### src/hw/rtl/msba_pkg.sv
// Shared constants, register indexes and control/status types of the beam averager.
package msba_pkg;

    // Default sizes, handed to the top level as parameter defaults
    localparam int MAX_BEAMS_DEF = 1024;
    localparam int MAX_SCANS_DEF = 64;

    // Fixed field widths
    localparam int BEAM_W      = 10;
    localparam int RANGE_W     = 16;
    localparam int SCANS_CFG_W = 7;
    localparam int CFG_IDX_W   = 2;
    localparam int CFG_DATA_W  = 16;

    // Per-beam accumulator widths (sum wraps at 32 bits, count at 16 bits)
    localparam int SUM_W = 32;
    localparam int CNT_W = 16;

    // Register indexes
    localparam logic [CFG_IDX_W-1:0] REG_RANGE_MIN = 2'd0;
    localparam logic [CFG_IDX_W-1:0] REG_RANGE_MAX = 2'd1;
    localparam logic [CFG_IDX_W-1:0] REG_SCANS     = 2'd2;

    // Register reset values
    localparam logic [RANGE_W-1:0]     RANGE_MIN_RST = 16'd100;
    localparam logic [RANGE_W-1:0]     RANGE_MAX_RST = 16'd4000;
    localparam logic [SCANS_CFG_W-1:0] SCANS_RST     = 7'd10;

    // Commands from controller to datapath
    typedef struct packed {
        logic take;       // latch the input word and launch the store read
        logic clr;        // write zero at the clearing address and advance
        logic update;     // write back the updated sum and count
        logic div_start;  // launch the divider on the updated sum and count
        logic load_out;   // load the output register
        logic scan_adv;   // apply scan bookkeeping of the held word
    } msba_cmd_t;

    // Status from datapath to controller
    typedef struct packed {
        logic hit;        // offered beam lies below the current beam limit
        logic last_scan;  // held word belongs to the last scan of the run
        logic scan_last;  // held word carries scan_end
        logic clr_last;   // clearing address is at the final entry
        logic div_busy;   // divider still iterating
        logic out_free;   // output register can take a word this cycle
    } msba_sts_t;

endpackage

### src/hw/rtl/msba_ctrl.sv
// Controller state machine sequencing clear, update, divide, emit and scan steps.
module msba_ctrl (
    input  logic                clk,
    input  logic                rst_n,
    input  logic                in_valid,
    output logic                in_stall,
    input  msba_pkg::msba_sts_t sts,
    output msba_pkg::msba_cmd_t cmd
);

    typedef enum logic [5:0] {
        S_CLEAR  = 6'b000001,
        S_IDLE   = 6'b000010,
        S_UPDATE = 6'b000100,
        S_DIV    = 6'b001000,
        S_EMIT   = 6'b010000,
        S_SCAN   = 6'b100000
    } state_t;

    state_t state_reg, state_next;

    always_comb
    begin
        state_next = state_reg;
        cmd        = '0;
        in_stall   = 1'b1;
        unique case (state_reg)
            S_CLEAR:
            begin
                cmd.clr = 1'b1;
                if (sts.clr_last)
                begin
                    state_next = S_IDLE;
                end
            end
            S_IDLE:
            begin
                in_stall = 1'b0;
                if (in_valid)
                begin
                    cmd.take   = 1'b1;
                    state_next = sts.hit ? S_UPDATE : S_SCAN;
                end
            end
            S_UPDATE:
            begin
                cmd.update    = 1'b1;
                cmd.div_start = sts.last_scan;
                state_next    = sts.last_scan ? S_DIV : S_SCAN;
            end
            S_DIV:
            begin
                if (!sts.div_busy)
                begin
                    state_next = S_EMIT;
                end
            end
            S_EMIT:
            begin
                if (sts.out_free)
                begin
                    cmd.load_out = 1'b1;
                    state_next   = S_SCAN;
                end
            end
            S_SCAN:
            begin
                cmd.scan_adv = 1'b1;
                state_next   = (sts.scan_last && sts.last_scan) ? S_CLEAR : S_IDLE;
            end
            default:
            begin
                state_next = S_CLEAR;
            end
        endcase
    end

    always_ff @(posedge clk or negedge rst_n)
    begin
        if (!rst_n)
        begin
            state_reg <= S_CLEAR;
        end
        else
        begin
            state_reg <= state_next;
        end
    end

    a_load_free: assert property (@(posedge clk) disable iff (!rst_n)
        cmd.load_out |-> sts.out_free)
        else $error("output loaded while occupied");

    a_div_last: assert property (@(posedge clk) disable iff (!rst_n)
        cmd.div_start |-> sts.last_scan)
        else $error("divide launched outside last scan");

    a_run_end: assert property (@(posedge clk) disable iff (!rst_n)
        (cmd.scan_adv && sts.scan_last && sts.last_scan) |=> (state_reg == S_CLEAR))
        else $error("run end did not start clearing pass");

    a_take_quiet: assert property (@(posedge clk) disable iff (!rst_n)
        cmd.take |-> (!sts.div_busy && !cmd.clr))
        else $error("word taken while busy");

endmodule

### config.mk
export PLATFORM = sky130hd
export DESIGN_NAME = msba_ctrl
export DESIGN_NICKNAME = d
export VERILOG_FILES = /design/src/hw/rtl/msba_pkg.sv /design/src/hw/rtl/msba_ctrl.sv
export SDC_FILE = /design/constraint.sdc
export NUM_CORES = 1
export LEC_CHECK = 0
export ABC_AREA = 1
export BUFFER_PORTS_ARGS = -buffer_cell sky130_fd_sc_hd__buf_2
export CAP_MARGIN = 0
export CORE_AREA = 2 2 39 41
export DETAILED_ROUTE_END_ITERATION = 8
export DIE_AREA = 0 0 41 43
export MAX_ROUTING_LAYER = met4
export PLACE_DENSITY = 0.54
export SYNTH_ARGS = -nofsm -noshare
export SYNTH_HDL_FRONTEND = slang
export SYNTH_SLANG_ARGS = --single-unit
export TNS_END_PERCENT = 20
### constraint.sdc
create_clock -name clk -period 1.55 [get_ports clk]
set_clock_uncertainty 0.05 [all_clocks]
set_input_delay 0.2325 -clock clk [delete_from_list [all_inputs] [get_ports clk]]
set_output_delay 0.2325 -clock clk [all_outputs]
set_load 0.005 [all_outputs]
Yosys cells after proc, flatten, opt, wreduce, memory -nomap -nowiden --
Index checks and enable logic that the tools add are counted.
Storage, ports and cells: bits in registers 6, output and inout bits 7, word-level logic and storage cells 29
Cells by class: equal/unequal tests 10, mux-type cells 16, reductions and logical operators 2
Operator list (number):
- $mux 6 | 6
- $pmux 6 s6 | 1
- $ne 2x2->1 const B | 4
- $mux 1 | 7
- $eq 6x1->1 const B | 1
- $eq 6x2->1 const B | 1
- $eq 6x3->1 const B | 1
- $eq 6x4->1 const B | 1
- $eq 6x5->1 const B | 1
- $eq 6x6->1 const B | 1
- $mux 2 | 2
- $reduce_and 4->1 | 1
- $logic_and 1x1->1 | 1

Depth between registers and ports, before layout --
Gate-level depths: netlist of the first run.
depth after elaboration 3, depth in mapped cells 8

Worst setup path before layout of the first run --
No wires, ideal clock.
path kind reg2reg, start point register state_reg[0], end point register state_reg[5], library setup time 117 ps, arrival time 1020 ps, required time 1383 ps, slack 363 ps, cell stages (with the launch flop) 8, path buffers 0, period minus slack after synthesis 1187 ps, path through dfstp_2 inv_1 nor2_1 nand4_1 nand2_1 nor2_2 inv_1 nor2_1
Between the ends: cells in the longest elaborated chain, start to end 3, elaborated cells on any way between the ends 12, those cells by class eq/ne (10); mux (1); reduce/logical (1)
RTL lines:
- start: declaration | RTL line msba_ctrl.sv:20 | state_t state_reg, state_next;
- start signal: assignment | RTL line msba_ctrl.sv:86 | state_reg <= state_next;
- $eq 6x1->1, or another cell as far along | RTL line msba_ctrl.sv:27 | unique case (state_reg)
- $ne 2x2->1 (no source line)
- $reduce_and 4->1 (no source line)
Parallel ways exist; a longest one is shown, timed or not. A chain may end at the register's enable or synchronous reset.

==> flow_metrics.env, run 1 <==
export IMPL_status="complete, no violations"
export IMPL_finalSetupViolCount=0
export IMPL_area_growth_pct=42.1
export IMPL_power_uw=906
export IMPL_drtAntennaViolNets=0
export IMPL_cts_made_buffers=3
export IMPL_cts_tree="yes"
export IMPL_ios=16
export IMPL_cts_htree_levels=1
export IMPL_port_buffers=15
export IMPL_grt_max_degree=7
export IMPL_rows=14
export IMPL_synth_area_per_cell_um2=6.27
export IMPL_critPathLaunch="state_reg[5]"
export IMPL_syn_cell_area_um2=452
export IMPL_start_kind="flop"
export IMPL_end_kind="output pin"
export IMPL_worstHoldStart="sts[5]"
export IMPL_required_ps=1270
export IMPL_track_usage_pct=15.4
export IMPL_drt_total_wl_mm=1.11
export IMPL_p_leak_uw=0.000389
export IMPL_dieHeight_um=43
export IMPL_min_path_type="input pin to flop"
export IMPL_layout_drive_gt1_share_pct=43.2
export IMPL_core_um2=1380
export IMPL_finalHoldViolCount=0
export IMPL_dieWidth_um=41
export IMPL_rsz0062_at_grt="yes"
export IMPL_cts_num_sinks=6
export IMPL_clockRootBuffer="clkbuf_4"
export IMPL_ys_ff_latch=6
export IMPL_grt_pass1_vias=432
export IMPL_clk_insertion_delay_late_ps=250
export IMPL_slew_viol_final=0
export IMPL_critical_path_class="flop to output pin"
export IMPL_ir_drop_v=0.000493
export IMPL_period_needed_ps=1540
export IMPL_yosys_warnings=0
export IMPL_nets=105
export IMPL_fp_dieArea_um2=1760
export IMPL_place_gp_congestion=0.758
export IMPL_maxClockFrequency_mhz=650
export IMPL_largest_register_ffs=6
export IMPL_post_route_period_util_pct=99.3
export IMPL_pwr_share_seq_pct=26.6
export IMPL_netlist_instances=72
export IMPL_layout_cells_non_filler=111
export IMPL_yosysSeqAreaShare_pct=33.5
export IMPL_detail_route_wl_per_cell_um=10.0
export IMPL_start_util_pct=32.6
export IMPL_drc=0
export IMPL_synth_cell_types=15
export IMPL_maxCapViolations=0
export IMPL_maxSlewHeadroom_pct=86.0
export IMPL_clk_pin_slew_ps=50
export IMPL_crit_path_max_fanout=5
export IMPL_cp_arrival_ps=1260
export IMPL_clock_path_buffers=2
export IMPL_p_clk_share_pct=17.4
export IMPL_p_int_uw=520
export IMPL_vias=512
export IMPL_swShare_pct=42.6
export IMPL_r2r_start="state_reg[5]"
export IMPL_fin_hold_ws_ps=179
export IMPL_p_sw_uw=385
export IMPL_vias_per_cell=4.61
export IMPL_dp_cells=103
export IMPL_num_antenna_cells=0
export IMPL_synth_fp_nets=81
export IMPL_antenna_found_initial=0
export IMPL_drtPass1Iterations=4
export IMPL_power_density_nw_per_um2=1410
export IMPL_hpwlAfterDp_um=900
export IMPL_comb_power_share_pct=56.0
export IMPL_dr_first_iter_drc_count=8
export IMPL_grt_pass1_wl_mm=1.65
export IMPL_grt_overflow=0
export IMPL_worst_pin_slew_ps=209
-- stage by stage --
stage	worst slack, ps	cell area, um^2	setup TNS, ps	util (%)
CTS	-10.9	596	-10.9	43.0
detailed placement	218	547	0	39.5
global route	-55.3	642	-181	46.4
finish	10.5	642	0	46.4
global placement	241	547	0	39.5
floorplan	363	452	0	-
-- metal layers --
layer	global-route usage [%]	vias to the layer above	part of all wire (%)
li1	-	268	-
met3	1.57	5	5.3
met1	16.6	222	40
met2	24.1	17	51
met5	-	-	0
met4	12.0	0	3.6
-- worst max-delay path, stage by stage, from the launching register on --
cell and delay, ps:
dfrtp_1 400, inv_2 80, nand2_4 70, nor2_4 190
nand2_2 80, nor2_1 80, buf_2 110
-- cell usage after synthesis --
cell type,count,share of area (%)
o21ai_0,3,3.3
nor2_1,15,12
nand4_1,3,4.2
inv_1,12,10
and3_1,1,1.4
dfrtp_1,5,28
nand2_2,3,4.2
nand3_2,1,2.2
nand2_1,14,12
inv_2,3,2.5
dfstp_2,1,5.8
o21ai_1,1,1.1
nor2_4,1,2.5
nand3_1,5,5.5
nor2_2,4,5.5
-- final timing paths --
| check | endpoint | slack (ps) | cells after the start |
|---|---|---|---|
| max in group asynchronous | state_reg[0] | 940 | 2 |
| setup / recovery | cmd[5] | 10 | 6 |
| hold / removal | state_reg[2] | 180 | 3 |
| setup reg to reg | state_reg[4] | 200 | 9 |
| min in group asynchronous | state_reg[2] | 280 | 2 |
| hold reg to reg | state_reg[0] | 600 | 3 |
-- power groups by stage --
| stage | Sequential (uW) | Combinational [uW] | Clock [uW] |
|---|---|---|---|
| floorplan | 235 | 287 | 0 |
| global placement | 239 | 385 | 0 |
| detailed placement | 241 | 386 | 0 |
| CTS | 238 | 418 | 165 |
| global route | 247 | 562 | 170 |
| finish | 241 | 507 | 158 |
-- layout make-up --
class	instances	area, um^2
Fill cell	149	742
Multi-Input combinational cell	51	274
Sequential cell	6	151
Timing Repair Buffer	19	114
Inverter	15	56.3
Clock buffer	4	26.3
Tap cell	16	20.0
-- kinds of logic (layout without fill, tap and decap cells) --
logic type,Yosys count,count (layout),share of synthesized area (%)
buffers and inverters,15,38,12.5
AOI/OAI and AO/OA,4,4,4.43
DFF,6,6,33.5
and+or+nand+nor,47,47,49.6
-- cells in the final DEF, fill, tap and decap left out, drive strengths merged --
cell         Yosys  routed
nor2            20      20
buf              0      18
nand2           17      17
inv             15      15
nand3            6       6
dfrtp            5       5
o21ai            4       4
clkbuf           0       4
nand4            3       3
and3             1       1
dlygate4sd3      0       1
dfstp            1       1
-- repair_timing --
item                                    4_1_cts  5_1_grt
buffers inserted                              1        2
endpoints found under the setup margin        4        7
hold buffers                                  1        0
endpoints found under the hold margin         6        0
pin swaps                                     1        2
gates resized for setup                       1       11
Note: power is estimated with default switching activity, not from simulation.
==> run 2: changes to the inputs <==
--- a/config.mk
+++ b/config.mk
@@ -8,11 +8,13 @@
 export ABC_AREA = 1
 export BUFFER_PORTS_ARGS = -buffer_cell sky130_fd_sc_hd__buf_2
 export CAP_MARGIN = 0
-export CORE_AREA = 2 2 39 41
+export CELL_PAD_IN_SITES_DETAIL_PLACEMENT = 1
+export CELL_PAD_IN_SITES_GLOBAL_PLACEMENT = 2
+export CORE_UTILIZATION = 23
 export DETAILED_ROUTE_END_ITERATION = 8
-export DIE_AREA = 0 0 41 43
 export MAX_ROUTING_LAYER = met4
-export PLACE_DENSITY = 0.54
+export PLACE_DENSITY = 0.7
+export REMOVE_ABC_BUFFERS = 1
 export SYNTH_ARGS = -nofsm -noshare
 export SYNTH_HDL_FRONTEND = slang
 export SYNTH_SLANG_ARGS = --single-unit
==> flow_metrics.env, run 2 (synthesis results as in run 1) <==
export IMPL_highest_layer="met3"
export IMPL_dpl_cell_area_um2=558
export IMPL_layout_cells_non_filler=120
export IMPL_mostFrequentLayoutCell="buf_2"
export IMPL_dp_cells=112
export IMPL_swShare_pct=43.3
export IMPL_multi_input_area_um2=272
export IMPL_n_fill_cell=251
export IMPL_p_int_uw=502
export IMPL_layout_drive_gt1_share_pct=42.1
export IMPL_finalSetupViolCount=1
export IMPL_final_area_um2=644
export IMPL_place_gp_congestion=0.772
export IMPL_grt_pass1_vias=425
export IMPL_cp_slowest_cell="dfrtp_1"
export IMPL_cp_arrival_ps=1270
export IMPL_maxCapViolations=0
export IMPL_rows=15
export IMPL_wl_met2_um=585
export IMPL_clk_pin_slew_ps=50
export IMPL_grt_overflow=0
export IMPL_crit_path_max_fanout=4
export IMPL_layout_setup_ws_ps=-6.06
export IMPL_track_usage_pct=13.6
export IMPL_drtAntennaViolNets=0
export IMPL_antenna_found_initial=0
export IMPL_drc=0
export IMPL_grt_max_degree=7
export IMPL_place_ws_ps=206
export IMPL_dr_first_iter_drc_count=5
export IMPL_cts_tree="yes"
export IMPL_num_antenna_cells=0
export IMPL_rsz0062_at_grt="yes"
export IMPL_clk_insertion_delay_late_ps=250
export IMPL_tns_ps=-6.06
export IMPL_start_kind="flop"
export IMPL_p_sw_uw=383
export IMPL_seqCellArea_um2=151
export IMPL_max_stage_delay_ps=410
export IMPL_p_clk_share_pct=18.4
export IMPL_drt_total_wl_mm=1.28
export IMPL_ios=16
export IMPL_critPathLaunch="state_reg[1]"
export IMPL_required_ps=1270
export IMPL_vias=512
export IMPL_crit_top_cell="nor2_1"
export IMPL_dieWidth_um=46.3
export IMPL_final_cell_mix="buf_2, nor2_1, nand2_1"
export IMPL_comb_power_share_pct=53.5
export IMPL_cts_made_buffers=3
export IMPL_dieHeight_um=46.3
export IMPL_drtPass1Iterations=3
export IMPL_violations="setup timing"
export IMPL_clockRootBuffer="clkbuf_4"
export IMPL_grt_pass1_wl_mm=1.93
export IMPL_p_leak_uw=0.000385
export IMPL_nets=105
export IMPL_largest_register_ffs=6
export IMPL_crit_end="cmd[1]"
export IMPL_detail_route_wl_per_cell_um=10.7
export IMPL_critical_path_class="flop to output pin"
export IMPL_start_util_pct=25.3
export IMPL_holdPathStages=3
export IMPL_fp_dieArea_um2=2150
export IMPL_finalHoldViolCount=0
export IMPL_area_growth_pct=42.7
export IMPL_met1_length_um=641
export IMPL_status="finished, violations left"
export IMPL_path_buf_inv=2
export IMPL_worst_pin_slew_ps=235
export IMPL_r2r_end="state_reg[5]"
export IMPL_cts_num_sinks=6
export IMPL_maxSlewHeadroom_pct=84.3
export IMPL_vias_per_cell=4.27
export IMPL_crit_chain="nor2_4 > inv_2 > nor2_1 > nand2_1 > nor2_1 > buf_2"
export IMPL_period_needed_ps=1560
export IMPL_wl_met3_um=51
export IMPL_min_path_type="input pin to flop"
export IMPL_r2r_cells=9
export IMPL_power_density_nw_per_um2=1370
export IMPL_ir_drop_v=0.000683
export IMPL_r2r_slack_ps=240
export IMPL_path_delay_family="simple AND/OR/NAND/NOR gates"
export IMPL_hpwlAfterDp_mm=1.06
export IMPL_core_um2=1780
export IMPL_pwr_share_seq_pct=28.1
export IMPL_cts_htree_levels=1
export IMPL_post_route_period_util_pct=100
export IMPL_end_kind="output pin"
export IMPL_maxClockFrequency_mhz=643
export IMPL_r2r_start="state_reg[5]"
export IMPL_port_buffers=15
export IMPL_slew_viol_final=0
export IMPL_worst_path_stages=6
export IMPL_clock_path_buffers=2
==> run 2: cell counts in the layout (fill, tap and decap cells not counted) <==
No cell type changed its count.
==> run 2: power by group through the flow <==
stage	Clock (uW)	Sequential [uW]	Combinational [uW]
floorplan	0	235	287
global placement	0	240	396
detailed placement	0	242	393
CTS	171	251	420
global route	177	256	539
finish	163	249	474
==> run 2: through the flow <==
step | power (uW) | utilization, % | hold WS, ps
final | 886 | 36.1 | 188
after CTS | 842 | 34.2 | 184
after detailed placement | 635 | 31.3 | 11.2
after global routing | 972 | 36.1 | 195
after global placement | 636 | 31.3 | 10.3
after floorplan | 521 | - | -113
==> run 2: tightest hold or removal path: cells and delay by family <==
family | cells | cell delay, ps
and+or+nand+nor | 2 | 110
buffers and inverters | 1 | 100
==> run 2: worst min path at each step <==
| stage | from | endpoint |
|---|---|---|
| floorplan | rst_n | state_reg[1] |
| global placement | rst_n | state_reg[4] |
| detailed placement | rst_n | state_reg[2] |
| CTS | sts[5] | state_reg[2] |
| global route | sts[5] | state_reg[2] |
| finish | sts[5] | state_reg[2] |
==> run 2: layer usage <==
| layer | GRT usage (%) | vias up |
|---|---|---|
| met5 | - | - |
| met4 | 1.76 | 0 |
| met3 | 4.71 | 0 |
| met2 | 19.2 | 13 |
| met1 | 19.1 | 233 |
| li1 | - | 266 |
==> run 2: layout make-up <==
type	count	area share, %
clock buffer	4	4.08
inverter	15	8.74
multi-input combinational	51	42.1
sequential	6	23.5
tap	25	4.85
timing repair buffer	19	16.7
==> run 2: what timing repair did <==
item	CTS	global route
gates resized for setup	4	5
pin swaps	0	2
hold endpoints to repair	6	0
hold buffers	1	0
setup endpoints to repair	4	7
buffers inserted	0	3
